### config.mk
export PLATFORM = sky130hd
export DESIGN_NAME = fixed_point_newton_sqrt
export DESIGN_NICKNAME = d
export VERILOG_FILES = /design/src/rtl/core/fpns_pkg.sv /design/src/rtl/core/fpns_div.sv /design/src/rtl/core/fixed_point_newton_sqrt.sv
export SDC_FILE = /design/constraint.sdc
export NUM_CORES = 1
export LEC_CHECK = 0
export BUFFER_PORTS_ARGS = -buffer_cell sky130_fd_sc_hd__buf_2
export CAP_MARGIN = 10
export CORE_ASPECT_RATIO = 1.5
export CORE_MARGIN = 4
export CORE_UTILIZATION = 30
export DETAILED_ROUTE_END_ITERATION = 10
export GPL_TIMING_DRIVEN = 0
export PLACE_DENSITY = 0.52
export SYNTH_ARGS = -nofsm -noshare
export SYNTH_HDL_FRONTEND = slang
export SYNTH_SLANG_ARGS = --single-unit
### constraint.sdc
create_clock -name clk -period 7.25 [get_ports clk]
set_input_delay 1.45 -clock clk [delete_from_list [all_inputs] [get_ports clk]]
set_output_delay 1.45 -clock clk [all_outputs]
set_load 0.05 [all_outputs]
### src/rtl/core/fpns_pkg.sv
// Package for the fixed-point Newton square root core.
// Widths, configuration register indexes, reset values and the sequencer states.
// No dependencies.
`default_nettype none

package fpns_pkg;

    localparam int DATA_W         = 32;   // Q format word width
    localparam int FRAC_BITS_DEF  = 16;   // default fraction bits
    localparam int TOL_W          = 16;
    localparam int ITER_W         = 10;
    localparam int CFG_ADDR_W     = 1;
    localparam int CFG_DATA_W     = 16;

    localparam logic [CFG_ADDR_W-1:0] CFG_TOLERANCE = 1'b0;
    localparam logic [CFG_ADDR_W-1:0] CFG_MAX_ITER  = 1'b1;

    localparam logic [TOL_W-1:0]  TOL_RESET      = 16'd6;
    localparam logic [ITER_W-1:0] MAX_ITER_RESET = 10'd1000;

    typedef enum logic [1:0] {
        ST_IDLE,
        ST_DIV,
        ST_UPD,
        ST_OUT
    } fpns_state_t;

endpackage

`default_nettype wire

### src/rtl/core/fpns_div.sv
// Bit-serial restoring divider: (num << FRAC_BITS) / den, low DATA_W quotient bits.
// One quotient bit per cycle; a zero divisor yields all ones. Uses fpns_pkg.
`default_nettype none

module fpns_div #(
    parameter int FRAC_BITS = fpns_pkg::FRAC_BITS_DEF
) (
    input  wire logic                        clk,
    input  wire logic                        rst_n,
    input  wire logic                        start,
    input  wire logic [fpns_pkg::DATA_W-1:0] num,
    input  wire logic [fpns_pkg::DATA_W-1:0] den,
    output logic                             busy,
    output logic                             done,
    output logic [fpns_pkg::DATA_W-1:0]      quo
);

    localparam int DW    = fpns_pkg::DATA_W;
    localparam int NUM_W = DW + FRAC_BITS;
    localparam int CNT_W = $clog2(NUM_W + 1);

    logic             busy_reg, busy_next;
    logic             done_reg, done_next;
    logic [CNT_W-1:0] cnt_reg, cnt_next;
    logic [NUM_W-1:0] num_reg, num_next;
    logic [DW-1:0]    den_reg, den_next;
    logic [DW-1:0]    rem_reg, rem_next;
    logic [DW-1:0]    quo_reg, quo_next;

    logic [DW:0]      rem_sh;
    logic [DW:0]      rem_sub;
    logic             ge;

    // one restoring step: bring down the next numerator bit, trial subtract
    assign rem_sh  = {rem_reg, num_reg[NUM_W-1]};
    assign ge      = (rem_sh >= {1'b0, den_reg});
    assign rem_sub = rem_sh - {1'b0, den_reg};

    always_comb
    begin
        busy_next = busy_reg;
        done_next = 1'b0;
        cnt_next  = cnt_reg;
        num_next  = num_reg;
        den_next  = den_reg;
        rem_next  = rem_reg;
        quo_next  = quo_reg;
        if (start)
        begin
            busy_next = 1'b1;
            cnt_next  = CNT_W'(NUM_W - 1);
            num_next  = {num, {FRAC_BITS{1'b0}}};
            den_next  = den;
            rem_next  = '0;
        end
        else if (busy_reg)
        begin
            num_next = {num_reg[NUM_W-2:0], 1'b0};
            rem_next = ge ? rem_sub[DW-1:0] : rem_sh[DW-1:0];
            quo_next = {quo_reg[DW-2:0], ge};
            cnt_next = cnt_reg - 1'b1;
            if (cnt_reg == '0)
            begin
                busy_next = 1'b0;
                done_next = 1'b1;
            end
        end
    end

    always_ff @(posedge clk or negedge rst_n)
    begin
        if (!rst_n)
        begin
            busy_reg <= 1'b0;
            done_reg <= 1'b0;
            cnt_reg  <= '0;
        end
        else
        begin
            busy_reg <= busy_next;
            done_reg <= done_next;
            cnt_reg  <= cnt_next;
        end
    end

    always_ff @(posedge clk)
    begin
        num_reg <= num_next;
        den_reg <= den_next;
        rem_reg <= rem_next;
        quo_reg <= quo_next;
    end

    assign busy = busy_reg;
    assign done = done_reg;
    assign quo  = quo_reg;

endmodule

`default_nettype wire

### src/rtl/core/fixed_point_newton_sqrt.sv
// Top level of the fixed-point Newton square root core: stream ports, config
// registers, step sequencer and update datapath. Uses fpns_pkg and fpns_div.
//
//  Channel   Ports                                   Dir  Contents
//  --------  --------------------------------------  ---  ---------------------------------
//  input     s_tvalid, s_tready, s_tdata[31:0]       in   radicand, unsigned Q16.16
//  output    m_tvalid, m_tready, m_tdata, m_tuser    out  root (tdata), limit_hit (tuser)
//  config    cfg_we, cfg_addr, cfg_data[15:0]        in   0: tolerance, 1: max_iterations
//
//  Each Newton step runs the bit-serial divider over 32+FRAC_BITS quotient bits (FRAC_BITS is 16
//  at Q16.16), then takes the quotient, then compares; the compare state (or the accept, for the
//  first step) also loads the divider. A zero radicand or a zero step limit is answered in the
//  cycle after acceptance. Only one request is in flight; s_tready is low until the result
//  has been taken. A stalled result holds on m_tdata/m_tuser.
//  Reset (rst_n, asynchronous) sets tolerance to 6 and max_iterations to 1000.
`default_nettype none

module fixed_point_newton_sqrt #(
    parameter int FRAC_BITS = fpns_pkg::FRAC_BITS_DEF
) (
    input  wire logic                            clk,
    input  wire logic                            rst_n,
    // input stream
    input  wire logic                            s_tvalid,
    output logic                                 s_tready,
    input  wire logic [fpns_pkg::DATA_W-1:0]     s_tdata,   // [31:0] radicand
    // output stream
    output logic                                 m_tvalid,
    input  wire logic                            m_tready,
    output logic [fpns_pkg::DATA_W-1:0]          m_tdata,   // [31:0] root
    output logic                                 m_tuser,   // [0] limit_hit
    // configuration writes
    input  wire logic                            cfg_we,
    input  wire logic [fpns_pkg::CFG_ADDR_W-1:0] cfg_addr,
    input  wire logic [fpns_pkg::CFG_DATA_W-1:0] cfg_data
);

    localparam int DW = fpns_pkg::DATA_W;
    localparam int TW = fpns_pkg::TOL_W;
    localparam int IW = fpns_pkg::ITER_W;

    fpns_pkg::fpns_state_t state_reg, state_next;

    logic [TW-1:0] tol_reg;
    logic [IW-1:0] max_iter_reg;

    logic [DW-1:0] b_reg, b_next;          // radicand held for the run
    logic [DW-1:0] guess_reg, guess_next;  // current estimate
    logic [DW-1:0] est_reg, est_next;      // candidate next estimate
    logic [IW-1:0] left_reg, left_next;    // steps remaining
    logic [DW-1:0] root_reg, root_next;
    logic          flag_reg, flag_next;

    logic          in_req;
    logic          trivial;
    logic          converged;
    logic [DW-1:0] sum;
    logic [DW-1:0] diff;

    logic          div_start;
    logic          div_busy;
    logic          div_done;
    logic [DW-1:0] div_num;
    logic [DW-1:0] div_den;
    logic [DW-1:0] div_quo;

    assign in_req    = s_tvalid && s_tready;
    // zero radicand, or no step allowed: answer straight away
    assign trivial   = (s_tdata == '0) || (max_iter_reg == '0);
    assign sum       = guess_reg + div_quo;            // wraps at 32 bits
    assign diff      = guess_reg - est_reg;            // wrapped decrease
    assign converged = (diff < {{(DW-TW){1'b0}}, tol_reg});

    // shared divider: first step divides by the radicand itself
    assign div_num = (state_reg == fpns_pkg::ST_IDLE) ? s_tdata : b_reg;
    assign div_den = (state_reg == fpns_pkg::ST_IDLE) ? s_tdata : est_reg;

    fpns_div #(
        .FRAC_BITS (FRAC_BITS)
    ) u_div (
        .clk   (clk),
        .rst_n (rst_n),
        .start (div_start),
        .num   (div_num),
        .den   (div_den),
        .busy  (div_busy),
        .done  (div_done),
        .quo   (div_quo)
    );

    // configuration registers
    always_ff @(posedge clk or negedge rst_n)
    begin
        if (!rst_n)
        begin
            tol_reg      <= fpns_pkg::TOL_RESET;
            max_iter_reg <= fpns_pkg::MAX_ITER_RESET;
        end
        else if (cfg_we)
        begin
            case (cfg_addr)
                fpns_pkg::CFG_TOLERANCE: tol_reg      <= cfg_data[TW-1:0];
                fpns_pkg::CFG_MAX_ITER:  max_iter_reg <= cfg_data[IW-1:0];
                default: ;
            endcase
        end
    end

    // next state
    always_comb
    begin
        state_next = state_reg;
        case (state_reg)
            fpns_pkg::ST_IDLE:
            begin
                if (in_req)
                    state_next = trivial ? fpns_pkg::ST_OUT : fpns_pkg::ST_DIV;
            end
            fpns_pkg::ST_DIV:
            begin
                if (div_done)
                    state_next = fpns_pkg::ST_UPD;
            end
            fpns_pkg::ST_UPD:
            begin
                if (converged || (left_reg == IW'(1)))
                    state_next = fpns_pkg::ST_OUT;
                else
                    state_next = fpns_pkg::ST_DIV;
            end
            fpns_pkg::ST_OUT:
            begin
                if (m_tready)
                    state_next = fpns_pkg::ST_IDLE;
            end
            default: state_next = fpns_pkg::ST_IDLE;
        endcase
    end

    // sequencer outputs
    always_comb
    begin
        s_tready  = 1'b0;
        m_tvalid  = 1'b0;
        div_start = 1'b0;
        case (state_reg)
            fpns_pkg::ST_IDLE:
            begin
                s_tready  = 1'b1;
                div_start = s_tvalid && !trivial;
            end
            fpns_pkg::ST_UPD: div_start = !converged && (left_reg != IW'(1));
            fpns_pkg::ST_OUT: m_tvalid  = 1'b1;
            default: ;
        endcase
    end

    // datapath
    always_comb
    begin
        b_next     = b_reg;
        guess_next = guess_reg;
        est_next   = est_reg;
        left_next  = left_reg;
        root_next  = root_reg;
        flag_next  = flag_reg;
        case (state_reg)
            fpns_pkg::ST_IDLE:
            begin
                if (in_req)
                begin
                    b_next     = s_tdata;
                    guess_next = s_tdata;
                    left_next  = max_iter_reg;
                    // only used on the immediate answer: zero gives 0/0,
                    // a zero step limit gives the radicand with the flag
                    root_next  = s_tdata;
                    flag_next  = (s_tdata != '0);
                end
            end
            fpns_pkg::ST_DIV:
            begin
                if (div_done)
                    est_next = {1'b0, sum[DW-1:1]};
            end
            fpns_pkg::ST_UPD:
            begin
                root_next  = est_reg;
                flag_next  = !converged;
                guess_next = est_reg;
                left_next  = left_reg - 1'b1;
            end
            default: ;
        endcase
    end

    always_ff @(posedge clk or negedge rst_n)
    begin
        if (!rst_n)
            state_reg <= fpns_pkg::ST_IDLE;
        else
            state_reg <= state_next;
    end

    always_ff @(posedge clk)
    begin
        b_reg     <= b_next;
        guess_reg <= guess_next;
        est_reg   <= est_next;
        left_reg  <= left_next;
        root_reg  <= root_next;
        flag_reg  <= flag_next;
    end

    assign m_tdata = root_reg;
    assign m_tuser = flag_reg;

`ifndef SYNTHESIS
    a_one_side: assert property (@(posedge clk) disable iff (!rst_n)
        !(s_tready && m_tvalid))
        else $error("input and output sides active together");

    a_zero_in: assert property (@(posedge clk) disable iff (!rst_n)
        (s_tvalid && s_tready && (s_tdata == '0))
        |=> (m_tvalid && (m_tdata == '0) && !m_tuser))
        else $error("zero radicand did not give an immediate zero root");

    a_div_idle: assert property (@(posedge clk) disable iff (!rst_n)
        div_start |-> !div_busy)
        else $error("divider restarted while busy");

    a_steps_left: assert property (@(posedge clk) disable iff (!rst_n)
        (state_reg == fpns_pkg::ST_UPD) |-> (left_reg != '0))
        else $error("step taken with no steps left");
`endif

endmodule

`default_nettype wire

======== After elaboration in Yosys (flattened, before gate mapping) ========
Index checks and enable logic that the tools add are counted.
storage, ports and cells
  bits of input ports ..................... 54
  logic and storage cells ................. 82
  flip-flop bits (word level) ............. 270
  output and inout bits ................... 35
operators by class
  order comparisons ....................... 2
  bitwise logic cells ..................... 2
  multiplexer cells ....................... 28
  reductions and logical operators ........ 21
  add/sub/neg operators ................... 5
  equal/unequal tests ..................... 8
operators by type and width
  operator                                                                   count
  32-bit two-way mux                                                         3
  48-bit two-way mux                                                         2
  32-bit case mux with 2 select lines                                        1
  33-bit by 32-bit greater-or-equal comparator with 1-bit output             1
  32-bit adder                                                               1
  32-bit logical NOT                                                         1
  32-bit by 16-bit less-than comparator with 1-bit output                    1
  32-bit nonzero test                                                        1
  32-bit by 31-bit subtractor with 32-bit output                             1
  32-bit subtractor                                                          1
  31-bit two-way mux                                                         1
  10-bit case mux with 2 select lines                                        1
  6-bit two-way mux                                                          2
  2-bit AND reduction                                                        6
  10-bit by 1-bit == test with 1-bit output (second input constant)          1
  10-bit logical NOT                                                         1
  10-bit two-way mux                                                         1
  2-bit two-way mux                                                          5
  10-bit by 1-bit inequality test with 1-bit output (second input constant)  1
  10-bit by 1-bit subtractor with 10-bit output (second input constant)      1
  1-bit two-way mux                                                          9
  2-bit case mux with 4 select lines                                         1
  6-bit logical NOT                                                          1
  6-bit by 1-bit subtractor with 6-bit output (second input constant)        1
  12 further kinds                                                           21

======== Depth between registers and ports, before layout ========
  depth after elaboration ................. 7
  mapped depth ............................ 25
  depth with buffers taken out ............ 22

======== Modules after synthesis ========
A second synthesis with hierarchy kept.
second synthesis, totals
  cell total of the unflattened synthesis .. 1713
  area, all modules ....................... 16646.0 um^2
by module, submodules not included
  module                   instances  cells an instance  area each (um^2)  seq. area each (um^2)
  fixed_point_newton_sqrt  1          1060               9437.8            3893.7
  fpns_div                 1          653                7208.2            3723.6

======== Worst setup path before layout ========
OpenSTA, ideal clock, no wires.
  kind .................................... reg2reg
  from .................................... register, netlist name m_tdata[0]
  to ...................................... register u_div.quo_reg[0] (netlist: u_div.quo[0]) (enable)
  slack ................................... 0.509 ns
  setup time .............................. 0.421 ns
  cell stages (with the launch flop) ...... 26
  data arrival time ....................... 6.320 ns
  clock period less this slack ............ 6.741 ns
  data required time ...................... 6.829 ns
  path through ............................ edfxtp_1 inv_1 ha_1 fa_1 nand2b_1 a21oi_1 nor2_1 o31ai_1 a21o_1 a21oi_1 xnor2_1 ha_1 a21o_1 a21oi_1 nor2b_1 a2111oi_0 o2111ai_1 a2111o_1 nor4_1 and4b_1 o31a_1 buf_6 inv_4 buf_6 buf_6 nor2_1
RTL lines
  item                  RTL line        text
  to (signal assigned)  fpns_div.sv:91  quo_reg <= quo_next;
  to (decl)             fpns_div.sv:28  logic [DW-1:0] quo_reg, quo_next;

==> results.cfg <==
[run_status]
outcome = completed

[clock_network]
cts_setup_buffers = 0
cts_tree = done
clockRootBuffer = clkbuf_16
ctsHoldBuffers = 0
cts_resized = 0
clockBufferDepth = 3
clock_latency_ns = 0.56
clkSlewWorstSetupHoldPaths_ns = 0.07
h-tree-depth = 1
numCtsBuffers = 28
clkSinkCount = 270

[timing]
period_minus_slack_ns = 6.773
fin_hold_ws_ns = 0.4532
drv_slew = 0
hold_violations = 0
skew_ns = 0.01789
layout_setup_ws_ns = 0.4769
fmax_mhz = 147.6
worst_pin_slew_ns = 0.9753
setup_viol = 0
min_period_over_period = 0.9342
max_slew_margin = 0.3498
rsz0062_at_grt = false
fin_tns_setup_ns = 0

[floorplan]
core.rowCount = 104
ioPinCount = 89
die_h_um = 294.4
core_mm2 = 0.05387
start_util = 0.3045
die_w_um = 198.9
die_area_mm2 = 0.05856

[setup_path]
worstPathArrival_ns = 7.02
ff2ff_setup_slack_ns = 0.48
worstSetupPathDepth = 26
reg2regPathDepth = 26
rr_endpoint = u_div.quo[29]
start_kind = flop
crit_end = u_div.quo[29]
r2r-start = m_tdata[0]
cp_top_family = compound AO/OA/AOI/OAI gates
worstPathRequired_ns = 7.49
worstSetupEndpointType = flop
slowest_stage = a2111oi_0
path_buf_inv = 6
max_stage_delay_ns = 0.54
timing_worst_setup_path_type = reg2reg
critPathLaunch = m_tdata[0]
cp_max_fo = 41

[placement]
dp_hpwl_um = 35760
dp_slack_ns = 0.4603
port_buffers = 88
place_area_mm2 = 0.01779
gp_congestion = 0.8732

[final_layout]
final_core_util = 0.3476
final_nets = 1878
final_area_mm2 = 0.01873
syn_to_final_growth_pct = 14.18
ff_latch_area_mm2 = 0.007617
nFillCells = 5483
multi_input_area_mm2 = 0.008080
layout-drive-gt1-share = 0.1579

[run]
drv_cap = 0

[min_path]
hp-class = reg2reg

[global_route]
grt_pass1_wl_um = 70700
grt_pass1_vias = 12630
grt_max_degree = 42
grt.busiest_layer = met2
antenna_found_initial = 5
globalRoute.totalOverflow = 0
grtUsageTotal = 0.1534
use_met3 = 0.01601
use_met2 = 0.2917
gr-usage-met1 = 0.1775

[power_and_ir_drop]
seq_power_share = 0.328
clockPowerShare = 0.188
sw_frac_of_total = 0.3902
pwr-share-comb = 0.484
p_int_uw = 4818
p_per_area_mw_per_mm2 = 421.9
p_leak_uw = 0.007519
vdd_drop_max_uv = 169.5
switchingPower_uw = 3083

[detailed_routing]
drt-vias-per-instance = 5.096
firstDrtPassIters = 5
ant_nets = 0
vias = 12350
drcViolationCount = 0
routedWlPerCell_um = 18.98
dr.first_iter.drc_count = 682
wl_um = 45990

[synth]
synthArstFlopShare = 0.1333
ys_top_cells_by_area = edfxtp_1 37%, ha_1 8.5%, o21ai_0 4.6%
yosysUniqueCellTypes = 84
yosys_warnings = 0
synth_compound_area_frac = 0.1697
synth-seq-cells = 270
yosys.area.top_type_share = 0.3698
synth.avg_cell_area_um2 = 10.33
synth_fp_nets = 1757
synth_top_family_by_area = compound AO/OA/AOI/OAI gates
seq_area_frac_synth = 0.4644
synthCells = 1588
synth_xor_xnor_area_share = 0.04112
muxShareOfSynthArea = 0.06713
synth_top_cell_by_area = edfxtp_1
synth_edf_count = 202
synth_area_mm2 = 0.01640
yosys.area_share.simple = 0.1240
ys.flop_type = edfxtp_1
yosys.area_share.adder = 0.08910
## Yosys cell counts (26+ instances only)
master      n
edfxtp_1  202
nand2_1   181
o21ai_0   152
ha_1      112
inv_1     111
nor2_1     93
a21oi_1    91
xnor2_1    51
mux2_2     44
clkbuf_1   40
a21o_1     39
dfxtp_1    32
mux2_4     31
dfrtp_1    28
nor3_1     28
xor2_1     26
## kinds of logic after synthesis
group                    after synthesis
buffers and inverters                172
AND/OR/NAND/NOR                      437
AO/OA/AOI/OAI                        428
XOR/XNOR                              77
multiplexers                          89
adder cells (fa/ha/maj)              115
flip-flops                           270
## layout make-up
cell class | count | share of cell area
multi-input cells | 1146 | 0.4315
flip-flops and latches | 270 | 0.4067
clock buffers | 43 | 0.04623
well taps | 689 | 0.04603
repair buffers | 91 | 0.02672
inverters | 113 | 0.02278
plain buffers | 59 | 0.01623
clock inverters | 7 | 0.003140
diodes | 5 | 0.0006681
## power groups by stage
stage	combinational, µW	sequential [µW]	clock, µW
6_report	3820	2590	1490
2_1_floorplan	2870	2620	0
5_1_grt	4250	2650	1580
3_3_place_gp	3720	2630	0
3_5_place_dp	3810	2620	0
4_1_cts	3830	2600	1520
## worst min path at each step
stage	slack, ns	to	from	cells after the start
after global placement	0.44	u_div.quo[31]	u_div.quo[30]	0
final	0.45	u_div.quo[30]	u_div.quo[29]	0
after detailed placement	0.44	u_div.quo[30]	u_div.quo[29]	0
after CTS	0.45	u_div.quo[30]	u_div.quo[29]	0
after floorplan	0.43	u_div.quo[10]	u_div.quo[9]	0
after global routing	0.46	u_div.quo[28]	u_div.quo[27]	0
## placed cells by master (no fill, tap or decap), drive strengths merged, types with 51 or more instances in the layout
cell type  count
a21oi         93
buf          110
clkbuf        83
edfxtp       202
ha           112
inv          113
mux2          75
nand2        181
nor2          93
o21ai        153
xnor2         51
## per-layer routing
layer | part of all wire | vias up | routed length, µm
li1 | - | 6038 | -
met1 | 0.40 | 5960 | 18430
met2 | 0.53 | 268 | 24480
met3 | 0.039 | 77 | 1782
met4 | 0.028 | 4 | 1265
met5 | 0.00054 | - | 25
## metrics by stage
step	instances	total power [µW]
after floorplan	1588	5484
after global routing	2419	8477
after global placement	2365	6356
after detailed placement	2368	6432
after CTS	2418	7956
final	2423	7901
Note: power is estimated with default switching activity, not from simulation.
